<file path="config.mk">
export PLATFORM = sky130hd
export DESIGN_NAME = led_chase_fade_pattern_core
export DESIGN_NICKNAME = d
export VERILOG_FILES = /design/src/lcfp_pkg.sv /design/src/led_chase_fade_pattern_core.sv
export SDC_FILE = /design/constraint.sdc
export NUM_CORES = 2
export LEC_CHECK = 0
export BUFFER_PORTS_ARGS = -buffer_cell sky130_fd_sc_hd__buf_4
export CAP_MARGIN = 5
export CORE_MARGIN = 10
export CORE_UTILIZATION = 47
export CTS_CLUSTER_DIAMETER = 30
export CTS_CLUSTER_SIZE = 24
export DETAILED_ROUTE_END_ITERATION = 10
export HOLD_SLACK_MARGIN = 0.03
export PLACE_DENSITY = 0.69
export SKIP_CTS_REPAIR_TIMING = 1
export SLEW_MARGIN = 10
export SYNTH_ARGS = -nofsm -noshare
export SYNTH_HDL_FRONTEND = slang
export SYNTH_SLANG_ARGS = --single-unit
</file>
<file path="constraint.sdc">
create_clock -name clock -period 18.96 [get_ports clock]
set_clock_uncertainty 0.1 [all_clocks]
set_input_delay 2.844 -clock clock [delete_from_list [all_inputs] [get_ports clock]]
set_output_delay 2.844 -clock clock [all_outputs]
set_load 0.03 [all_outputs]
</file>
<file path="src/lcfp_pkg.sv">
// Shared types and constants for the LED chase and fade pattern core.
// Holds widths, register indexes, pattern codes and the sequencer states.
// No dependencies.
package lcfp_pkg;

   localparam int CSR_ADDR_W  = 5;
   localparam int CSR_DATA_W  = 32;
   localparam int REQ_TDATA_W = 8;
   localparam int RSP_TDATA_W = 32;
   localparam int PIX_INDEX_W = 6;
   localparam int CHAN_W      = 8;
   localparam int COLOR_W     = 24;
   localparam int COUNT_W     = 7;

   localparam logic [COLOR_W-1:0] COLOR_A_RST     = 24'h000000;
   localparam logic [COLOR_W-1:0] COLOR_B_RST     = 24'hFFFFFF;
   localparam logic [CHAN_W-1:0]  FADE_STEP_RST   = 8'd1;
   localparam logic [CHAN_W-1:0]  HOLD_FRAMES_RST = 8'd1;
   localparam logic [COUNT_W-1:0] LED_COUNT_RST   = 7'd64;

   typedef enum logic [2:0] {
      REG_COLOR_A     = 3'd0,
      REG_COLOR_B     = 3'd1,
      REG_FADE_STEP   = 3'd2,
      REG_HOLD_FRAMES = 3'd3,
      REG_PATTERN     = 3'd4,
      REG_SOFT_FADE   = 3'd5,
      REG_LED_COUNT   = 3'd6
   } csr_index_type;

   typedef enum logic [1:0] {
      PAT_FORWARD = 2'd0,
      PAT_REVERSE = 2'd1,
      PAT_ENDS    = 2'd2,
      PAT_MIDDLE  = 2'd3
   } pattern_type;

   typedef enum logic [3:0] {
      ST_IDLE   = 4'b0001,
      ST_LOAD   = 4'b0010,
      ST_SWEEP  = 4'b0100,
      ST_UPDATE = 4'b1000
   } state_type;

endpackage

</file>
<file path="src/led_chase_fade_pattern_core.sv">
// Top level of the LED chase and fade pattern core: register file, pixel store,
// rotate-and-stream sequencer and colour update.
// Depends on lcfp_pkg.
//
//  channel  | direction | ports          | payload
//  ---------+-----------+----------------+-------------------------------------------
//  req      | in        | req_t*         | tdata[0] restart
//  rsp      | out       | rsp_t*         | tdata index/red/green/blue, tlast frame end
//  csr      | in/out    | csr_p*         | seven registers at byte address 4*i
//
//  The pixel store has one read and one write port, so the sweep reads, rotates and
//  writes one pixel a cycle while the result is not stalled.
//  Reset clears the registers, the sequencer and the valid bits of the pixel store.
//  A stalled result holds the sweep; equal colours give no transfer at all.
module led_chase_fade_pattern_core #(
   parameter int MAX_PIXELS = 64
) (
   input  logic                                clock,
   input  logic                                reset,
   input  logic                                req_tvalid,
   output logic                                req_tready,
   input  logic [lcfp_pkg::REQ_TDATA_W-1:0]    req_tdata,   // [0] restart
   output logic                                rsp_tvalid,
   input  logic                                rsp_tready,
   output logic [lcfp_pkg::RSP_TDATA_W-1:0]    rsp_tdata,   // [5:0] pixel_index, [13:6] red,
                                                            // [21:14] green, [29:22] blue
   output logic                                rsp_tlast,   // frame_end
   input  logic                                csr_psel,
   input  logic                                csr_penable,
   input  logic                                csr_pwrite,
   input  logic [lcfp_pkg::CSR_ADDR_W-1:0]     csr_paddr,
   input  logic [lcfp_pkg::CSR_DATA_W-1:0]     csr_pwdata,
   output logic [lcfp_pkg::CSR_DATA_W-1:0]     csr_prdata,
   output logic                                csr_pready
);

   localparam int PIX_W   = $clog2(MAX_PIXELS);
   localparam int CNT_W   = PIX_W + 1;
   localparam int IDX_W   = lcfp_pkg::PIX_INDEX_W;
   localparam int COLOR_W = lcfp_pkg::COLOR_W;
   localparam int CHAN_W  = lcfp_pkg::CHAN_W;
   localparam int COUNT_W = lcfp_pkg::COUNT_W;

   // registers
   logic [COLOR_W-1:0]    color_a_ff, color_a_in;
   logic [COLOR_W-1:0]    color_b_ff, color_b_in;
   logic [CHAN_W-1:0]     fade_step_ff, fade_step_in;
   logic [CHAN_W-1:0]     hold_frames_ff, hold_frames_in;
   lcfp_pkg::pattern_type pattern_ff, pattern_in;
   logic                  soft_fade_ff, soft_fade_in;
   logic [COUNT_W-1:0]    led_count_ff, led_count_in;

   logic                    csr_wr;
   lcfp_pkg::csr_index_type csr_idx;

   // sequencer and colour state
   lcfp_pkg::state_type state_ff, state_in;
   logic [CNT_W-1:0]    cnt_ff, cnt_in;
   logic [COLOR_W-1:0]  cur_color_ff, cur_color_in;
   logic                heading_ff, heading_in;
   logic [CHAN_W-1:0]   hold_cnt_ff, hold_cnt_in;
   logic [COLOR_W-1:0]  keep_hi_ff, keep_hi_in;
   logic [COLOR_W-1:0]  keep_lo_ff, keep_lo_in;
   logic [COLOR_W-1:0]  prev_ff, prev_in;
   logic [COLOR_W-1:0]  pprev_ff, pprev_in;

   logic                rsp_valid_ff, rsp_valid_in;
   logic [IDX_W-1:0]    rsp_index_ff, rsp_index_in;
   logic [COLOR_W-1:0]  rsp_color_ff, rsp_color_in;
   logic                rsp_last_ff, rsp_last_in;

   // pixel store
   logic [COLOR_W-1:0]    pix_mem_ff [MAX_PIXELS];
   logic [MAX_PIXELS-1:0] vld_ff;
   logic [COLOR_W-1:0]    rd_q_ff;
   logic                  rd_vld_ff;
   logic [PIX_W-1:0]      rd_idx_ff;
   logic                  rd_en;
   logic [PIX_W-1:0]      rd_addr;
   logic                  wr_en;
   logic [PIX_W-1:0]      wr_addr;
   logic [COLOR_W-1:0]    new_px;

   logic [COUNT_W-1:0] count_eff;
   logic [PIX_W-1:0]   last_idx;
   logic [PIX_W-1:0]   mid_idx;
   logic [PIX_W-1:0]   mid_up;
   logic [COLOR_W-1:0] shown;
   logic [COLOR_W-1:0] v_raw;
   logic [COLOR_W-1:0] v_cur;
   logic               inject_hit;
   logic [PIX_W-1:0]   emit_idx;
   logic               advance;
   logic               emit;
   logic [COLOR_W-1:0] target;
   logic [CHAN_W-1:0]  hold_limit;
   logic [CHAN_W:0]    hold_next;

   function automatic logic [7:0] step_chan(input logic [7:0] cur, input logic [7:0] tgt,
                                            input logic [7:0] step);
      logic [7:0] diff;
      diff = 8'd0;
      if (cur > tgt) begin
         diff = cur - tgt;
         return (diff > step) ? cur - step : tgt;
      end
      if (cur < tgt) begin
         diff = tgt - cur;
         return (diff > step) ? cur + step : tgt;
      end
      return cur;
   endfunction

   // register file
   assign csr_wr     = csr_psel & csr_penable & csr_pwrite;
   assign csr_idx    = lcfp_pkg::csr_index_type'(csr_paddr[4:2]);
   assign csr_pready = 1'b1;

   always_comb begin
      color_a_in     = color_a_ff;
      color_b_in     = color_b_ff;
      fade_step_in   = fade_step_ff;
      hold_frames_in = hold_frames_ff;
      pattern_in     = pattern_ff;
      soft_fade_in   = soft_fade_ff;
      led_count_in   = led_count_ff;
      if (csr_wr) begin
         case (csr_idx)
            lcfp_pkg::REG_COLOR_A:     color_a_in     = csr_pwdata[COLOR_W-1:0];
            lcfp_pkg::REG_COLOR_B:     color_b_in     = csr_pwdata[COLOR_W-1:0];
            lcfp_pkg::REG_FADE_STEP:   fade_step_in   = csr_pwdata[CHAN_W-1:0];
            lcfp_pkg::REG_HOLD_FRAMES: hold_frames_in = csr_pwdata[CHAN_W-1:0];
            lcfp_pkg::REG_PATTERN:     pattern_in     = lcfp_pkg::pattern_type'(csr_pwdata[1:0]);
            lcfp_pkg::REG_SOFT_FADE:   soft_fade_in   = csr_pwdata[0];
            lcfp_pkg::REG_LED_COUNT:   led_count_in   = csr_pwdata[COUNT_W-1:0];
            default: ;
         endcase
      end
   end

   always_comb begin
      case (csr_idx)
         lcfp_pkg::REG_COLOR_A:     csr_prdata = 32'(color_a_ff);
         lcfp_pkg::REG_COLOR_B:     csr_prdata = 32'(color_b_ff);
         lcfp_pkg::REG_FADE_STEP:   csr_prdata = 32'(fade_step_ff);
         lcfp_pkg::REG_HOLD_FRAMES: csr_prdata = 32'(hold_frames_ff);
         lcfp_pkg::REG_PATTERN:     csr_prdata = 32'(pattern_ff);
         lcfp_pkg::REG_SOFT_FADE:   csr_prdata = 32'(soft_fade_ff);
         lcfp_pkg::REG_LED_COUNT:   csr_prdata = 32'(led_count_ff);
         default:                   csr_prdata = '0;
      endcase
   end

   always_ff @(posedge clock) begin
      if (reset) begin
         color_a_ff     <= lcfp_pkg::COLOR_A_RST;
         color_b_ff     <= lcfp_pkg::COLOR_B_RST;
         fade_step_ff   <= lcfp_pkg::FADE_STEP_RST;
         hold_frames_ff <= lcfp_pkg::HOLD_FRAMES_RST;
         pattern_ff     <= lcfp_pkg::PAT_FORWARD;
         soft_fade_ff   <= 1'b1;
         led_count_ff   <= lcfp_pkg::LED_COUNT_RST;
      end else begin
         color_a_ff     <= color_a_in;
         color_b_ff     <= color_b_in;
         fade_step_ff   <= fade_step_in;
         hold_frames_ff <= hold_frames_in;
         pattern_ff     <= pattern_in;
         soft_fade_ff   <= soft_fade_in;
         led_count_ff   <= led_count_in;
      end
   end

   // frame geometry and colour on show
   always_comb begin
      if (led_count_ff < COUNT_W'(2)) begin
         count_eff = COUNT_W'(2);
      end else if (led_count_ff > COUNT_W'(MAX_PIXELS)) begin
         count_eff = COUNT_W'(MAX_PIXELS);
      end else begin
         count_eff = led_count_ff;
      end
   end

   assign last_idx = PIX_W'(count_eff - COUNT_W'(1));
   assign mid_idx  = last_idx >> 1;
   assign mid_up   = mid_idx + PIX_W'(1);
   assign shown    = soft_fade_ff ? cur_color_ff : (heading_ff ? color_b_ff : color_a_ff);

   // substitute the injected colour for the entry just read
   always_comb begin
      case (pattern_ff)
         lcfp_pkg::PAT_FORWARD: inject_hit = (rd_idx_ff == '0);
         lcfp_pkg::PAT_REVERSE: inject_hit = (rd_idx_ff == last_idx);
         lcfp_pkg::PAT_ENDS:    inject_hit = (rd_idx_ff == '0) || (rd_idx_ff == last_idx);
         lcfp_pkg::PAT_MIDDLE:  inject_hit = (rd_idx_ff == mid_idx) || (rd_idx_ff == mid_up);
         default:               inject_hit = 1'b0;
      endcase
   end

   assign v_raw    = rd_vld_ff ? rd_q_ff : '0;
   assign v_cur    = inject_hit ? shown : v_raw;
   assign emit_idx = PIX_W'(cnt_ff - CNT_W'(2));
   assign advance  = !rsp_valid_ff || rsp_tready;

   // rotated value of the pixel being sent
   always_comb begin
      case (pattern_ff)
         lcfp_pkg::PAT_FORWARD: new_px = (emit_idx == '0) ? keep_hi_ff : pprev_ff;
         lcfp_pkg::PAT_REVERSE: new_px = (emit_idx == last_idx) ? keep_lo_ff : v_cur;
         lcfp_pkg::PAT_ENDS: begin
            if (emit_idx < mid_idx) begin
               new_px = v_cur;
            end else if (emit_idx <= mid_up) begin
               new_px = shown;
            end else begin
               new_px = pprev_ff;
            end
         end
         lcfp_pkg::PAT_MIDDLE: begin
            if (emit_idx == '0) begin
               new_px = shown;
            end else if (emit_idx <= mid_idx) begin
               new_px = pprev_ff;
            end else if (emit_idx == last_idx) begin
               new_px = shown;
            end else begin
               new_px = v_cur;
            end
         end
         default: new_px = v_cur;
      endcase
   end

   assign target     = heading_ff ? color_a_ff : color_b_ff;
   assign hold_limit = (hold_frames_ff == '0) ? CHAN_W'(1) : hold_frames_ff;
   assign hold_next  = {1'b0, hold_cnt_ff} + (CHAN_W + 1)'(1);

   // sequencer
   always_comb begin
      state_in     = state_ff;
      cnt_in       = cnt_ff;
      cur_color_in = cur_color_ff;
      heading_in   = heading_ff;
      hold_cnt_in  = hold_cnt_ff;
      keep_hi_in   = keep_hi_ff;
      keep_lo_in   = keep_lo_ff;
      prev_in      = prev_ff;
      pprev_in     = pprev_ff;
      rsp_index_in = rsp_index_ff;
      rsp_color_in = rsp_color_ff;
      rsp_last_in  = rsp_last_ff;
      req_tready   = 1'b0;
      rd_en        = 1'b0;
      rd_addr      = cnt_ff[PIX_W-1:0];
      wr_en        = 1'b0;
      wr_addr      = emit_idx;
      emit         = 1'b0;
      case (state_ff)
         lcfp_pkg::ST_IDLE: begin
            req_tready = 1'b1;
            if (req_tvalid) begin
               if (req_tdata[0]) begin
                  cur_color_in = color_a_ff;
                  heading_in   = 1'b0;
                  hold_cnt_in  = '0;
               end
               if (color_a_ff != color_b_ff) begin
                  state_in = lcfp_pkg::ST_LOAD;
               end
            end
         end
         lcfp_pkg::ST_LOAD: begin
            rd_en    = 1'b1;
            rd_addr  = last_idx;
            cnt_in   = '0;
            state_in = lcfp_pkg::ST_SWEEP;
         end
         lcfp_pkg::ST_SWEEP: begin
            if (advance) begin
               cnt_in = cnt_ff + CNT_W'(1);
               rd_en  = (cnt_ff <= {1'b0, last_idx});
               if (cnt_ff == '0) begin
                  keep_hi_in = v_cur;
               end else begin
                  prev_in  = v_cur;
                  pprev_in = prev_ff;
               end
               if (cnt_ff == CNT_W'(1)) begin
                  keep_lo_in = v_cur;
               end
               if (cnt_ff >= CNT_W'(2)) begin
                  emit         = 1'b1;
                  wr_en        = 1'b1;
                  rsp_index_in = IDX_W'(emit_idx);
                  rsp_color_in = new_px;
                  rsp_last_in  = (emit_idx == last_idx);
                  if (emit_idx == last_idx) begin
                     state_in = lcfp_pkg::ST_UPDATE;
                  end
               end
            end
         end
         lcfp_pkg::ST_UPDATE: begin
            state_in = lcfp_pkg::ST_IDLE;
            if (soft_fade_ff) begin
               if (cur_color_ff == target) begin
                  heading_in = !heading_ff;
               end else begin
                  cur_color_in = {step_chan(cur_color_ff[23:16], target[23:16], fade_step_ff),
                                  step_chan(cur_color_ff[15:8], target[15:8], fade_step_ff),
                                  step_chan(cur_color_ff[7:0], target[7:0], fade_step_ff)};
               end
            end else begin
               if (hold_next >= {1'b0, hold_limit}) begin
                  hold_cnt_in = '0;
                  heading_in  = !heading_ff;
               end else begin
                  hold_cnt_in = hold_next[CHAN_W-1:0];
               end
            end
         end
         default: state_in = lcfp_pkg::ST_IDLE;
      endcase
   end

   always_comb begin
      if (emit) begin
         rsp_valid_in = 1'b1;
      end else if (rsp_tready) begin
         rsp_valid_in = 1'b0;
      end else begin
         rsp_valid_in = rsp_valid_ff;
      end
   end

   always_ff @(posedge clock) begin
      if (reset) begin
         state_ff     <= lcfp_pkg::ST_IDLE;
         cnt_ff       <= '0;
         cur_color_ff <= lcfp_pkg::COLOR_A_RST;
         heading_ff   <= 1'b0;
         hold_cnt_ff  <= '0;
         rsp_valid_ff <= 1'b0;
         vld_ff       <= '0;
         rd_vld_ff    <= 1'b0;
      end else begin
         state_ff     <= state_in;
         cnt_ff       <= cnt_in;
         cur_color_ff <= cur_color_in;
         heading_ff   <= heading_in;
         hold_cnt_ff  <= hold_cnt_in;
         rsp_valid_ff <= rsp_valid_in;
         if (wr_en) begin
            vld_ff[wr_addr] <= 1'b1;
         end
         if (rd_en) begin
            rd_vld_ff <= vld_ff[rd_addr];
         end
      end
   end

   always_ff @(posedge clock) begin
      keep_hi_ff   <= keep_hi_in;
      keep_lo_ff   <= keep_lo_in;
      prev_ff      <= prev_in;
      pprev_ff     <= pprev_in;
      rsp_index_ff <= rsp_index_in;
      rsp_color_ff <= rsp_color_in;
      rsp_last_ff  <= rsp_last_in;
   end

   // pixel store: one write and one registered read a cycle
   always_ff @(posedge clock) begin
      if (wr_en) begin
         pix_mem_ff[wr_addr] <= new_px;
      end
      if (rd_en) begin
         rd_q_ff   <= pix_mem_ff[rd_addr];
         rd_idx_ff <= rd_addr;
      end
   end

   assign rsp_tvalid = rsp_valid_ff;
   assign rsp_tlast  = rsp_last_ff;
   assign rsp_tdata  = {2'b00, rsp_color_ff[7:0], rsp_color_ff[15:8], rsp_color_ff[23:16],
                        rsp_index_ff};

endmodule

</file>
==> reports/qor.csv <==
stage;metric;value;unit
global_route;gr usage total;23.9;%
critical_path;R2R cell count;14;
placement;Final HPWL DP;135000;um
final_layout;biggest regs;pix_mem_ff x1536, vld_ff x64;
logic_synthesis;number of synthesized flops with an enable pin;1693;
logic_synthesis;Syn Inst Count;6775;
min_path;WHS Endpoint;pprev_ff[0]$_DFFE_PP_;
route;via/cell ratio;6.01;
critical_path;crit path buf inv count;2;
timing;# setup viols final;0;
timing;Final Slew Violations;0;
clocking;CTS Buf Count;380;
logic_synthesis;prevailing post-synth register cell;edfxtp_1;
pwr;pwr dens;118;nW/um^2
outcome;status;completed;
logic_synthesis;dominant cell type by area after synthesis;edfxtp_1;
pwr;Leak;0.0352;uW
route;max layer used;met5;
min_path;Hold Path Stages;0;
clocking;Worst-path clk slew;0.05;ns
final_layout;fraction of layout cells with a size suffix above 1;13.8;%
logic_synthesis;number of distinct library cells after synthesis;93;
final_layout;Filler Cell Count;14000;
critical_path;CP Class;input port to output port;
placement;Port Buffer Count;91;
timing;Total Neg Setup Slack;0;ns
final_layout;most frequent cells in the layout;edfxtp_1 (1693), nand2_1 (1428), mux2i_1 (490);
critical_path;worst path cell trace;buf_4 > nand2b_1 > nor2_1 > a22o_1 > buf_4;
critical_path;CP most frequent cell;buf_4;
logic_synthesis;Syn. warnings;0;
clocking;CTS Sinks;1877;
global_route;antenna violations before repair;17;
floorplanning;Die H;443;um
floorplanning;Initial Util;47.2;%
critical_path;crit path DAT;4.68;ns
pwr;Worst VDD drop;0.0000840;V
route;DRC errors left;0;
route;metal2 WL;113000;um
timing;Final min period;7.63;ns
clocking;CTS root buf;clkbuf_16;
timing;final hold vios;0;
floorplanning;die area;196000;sq um
global_route;largest net degree at the start of global routing;167;
route;router iterations before antenna repair;8;
critical_path;Max stage delay cell, worst path;nor2_1;
critical_path;Critical R2R Capture;rd_q_ff[16]$_DFFE_PP_;
global_route;vias in the first global route;55900;
min_path;Hold Crit Class;flip-flop to flip-flop;
logic_synthesis;Post-Syn Area per Cell;12.4;sq um
final_layout;synthesis-to-finish area growth;19.2;%
clocking;maximum buffer depth of the clock tree;4;
floorplanning;row count;155;
route;metal1 wirelength;92700;um
floorplanning;die span in x;443;um
min_path;worst hold start;prev_ff[0]$_DFFE_PP_;
logic_synthesis;cell area after synthesis;84000;sq um
critical_path;worst r2r src;led_count_ff[2]$_SDFFE_PP0P_;
final_layout;fin nets;7195;
final_layout;Largest Register;pix_mem_ff;
critical_path;delay-heaviest family, CP;simple AND/OR/NAND/NOR gates;
run;Max-Cap Viols;0;
global_route;global route overflow;0;
route;met3 WL;24900;um
timing;Rel. slew slack;18.1;%
clocking;Skew-Pair Late Insertion Delay;0.95;ns
final_layout;commonest non-fill, non-tap cell in the layout;edfxtp_1;
critical_path;Crit. End Element;output port;
floorplanning;Boundary Pins;120;
global_route;first-pass GRT wire length;358000;um
placement;GPL Wtd Cong;0.889;
critical_path;CP Launch Type;input port;
logic_synthesis;post-synthesis sequential area ratio;64.9;%
logic_synthesis;Yosys top cell area share;60.5;%
floorplanning;Core ar.;178000;sq um
route;Routed Antenna Nets;0;
route;Routed WL;245000;um
clocking;H-tree depth;5;
route;Detailed Route Iter0 Violations;6629;
logic_synthesis;number of synthesized register bits;1877;
timing;slew at the pin closest to its max-slew limit;1.23;ns
logic_synthesis;Synth async-reset ratio;0;%
final_layout;max reg flops;1536;
timing;hold slack final;0.317;ns
critical_path;crit-path max cell delay;0.93;ns
critical_path;CP max FO;17;
logic_synthesis;Synth area leaders;edfxtp_1 (61%), nand2_1 (6.4%), mux2i_1 (5.8%), dfxtp_1 (4.4%), ha_1 (2.5%);
timing;Tcrit/Tclk final;40.2;%
timing;Peak Freq;0.131;GHz
critical_path;critical path data required time;16.02;ns
critical_path;flop-to-flop setup slack;11.55;ns
route;Via Count;57800;
timing;RSZ-0062 raised after global routing;false;
route;DR WL/cell;25.4;um
clocking;CTS tree;yes;
==> logic make-up after synthesis <==
family	share of synthesized area, %
buf+inv	2.97
other cells	0.00894
mux	6.83
fa+ha+maj	2.80
simple gates	12.9
compound gates	8.48
flops	64.9
xor+xnor	1.03
==> synthesized netlist by cell type (34+ instances only) <==
master,instances
a21o_1,34
nand3_1,403
ha_1,169
nor2_1,290
nor2b_1,58
buf_2,84
dfxtp_1,184
clkbuf_1,289
mux2i_1,490
edfxtp_1,1693
o21a_1,72
and3_1,159
a311oi_1,181
a31oi_1,60
xnor2_1,51
buf_1,37
o211ai_1,43
nand2_1,1428
a21oi_1,168
a211oi_1,53
o21ai_0,100
inv_1,151
xor2_1,43
==> metal layers <==
metal | vias to the layer above | global-route usage [%]
met4 | 12 | 13.3
met2 | 3183 | 37.6
li1 | 25600 | -
met1 | 28400 | 30.2
met5 | - | 0
met3 | 689 | 5.80
==> power breakdown <==
group / internal, uW / switching [uW] / leakage [uW]
Sequential: 4480 / 19.0 / 0.0168
Clock: 4360 / 2120 / 0.00603
Combinational: 278 / 588 / 0.0125
==> final cells by class <==
cell class | instances | area [sq um] | area share [%]
inverters | 159 | 621 | 0.620
clock inverters | 218 | 2320 | 2.32
repair buffers | 237 | 1830 | 1.83
well taps | 2355 | 2950 | 2.94
flip-flops and latches | 1877 | 54500 | 54.5
clock buffers | 465 | 10200 | 10.2
multi-input cells | 4307 | 27600 | 27.5
diodes | 9 | 22.5 | 0.0225
==> worst max-delay path by stage <==
stage / startpoint / endpoint / slack (ns) / depth (start not counted)
2_1_floorplan: led_count_ff[2]$_SDFFE_PP0P_ / pix_mem_ff[0][23]$_DFFE_PP_ / 11.08 / 18
3_3_place_gp: csr_paddr[3] / csr_prdata[8] / 11.41 / 5
3_5_place_dp: csr_paddr[3] / csr_prdata[8] / 11.40 / 5
4_1_cts: csr_paddr[3] / csr_prdata[10] / 11.37 / 5
5_1_grt: led_count_ff[2]$_SDFFE_PP0P_ / rd_q_ff[16]$_DFFE_PP_ / 11.11 / 14
6_report: csr_paddr[3] / csr_prdata[8] / 11.33 / 5
==> metrics by stage <==
step	worst slack (ns)	cells	cell area, sq um	total power [uW]	util [%]
4_1_cts	11.37	9618	100000	11900	56.2
3_3_place_gp	11.41	8935	87500	5410	49.1
2_1_floorplan	11.08	6784	84000	5150	-
3_5_place_dp	11.40	8935	87500	5420	49.1
6_report	11.33	9627	100000	11800	56.2
5_1_grt	11.11	9620	100000	12200	56.2
(Power assumes the default switching activity.)
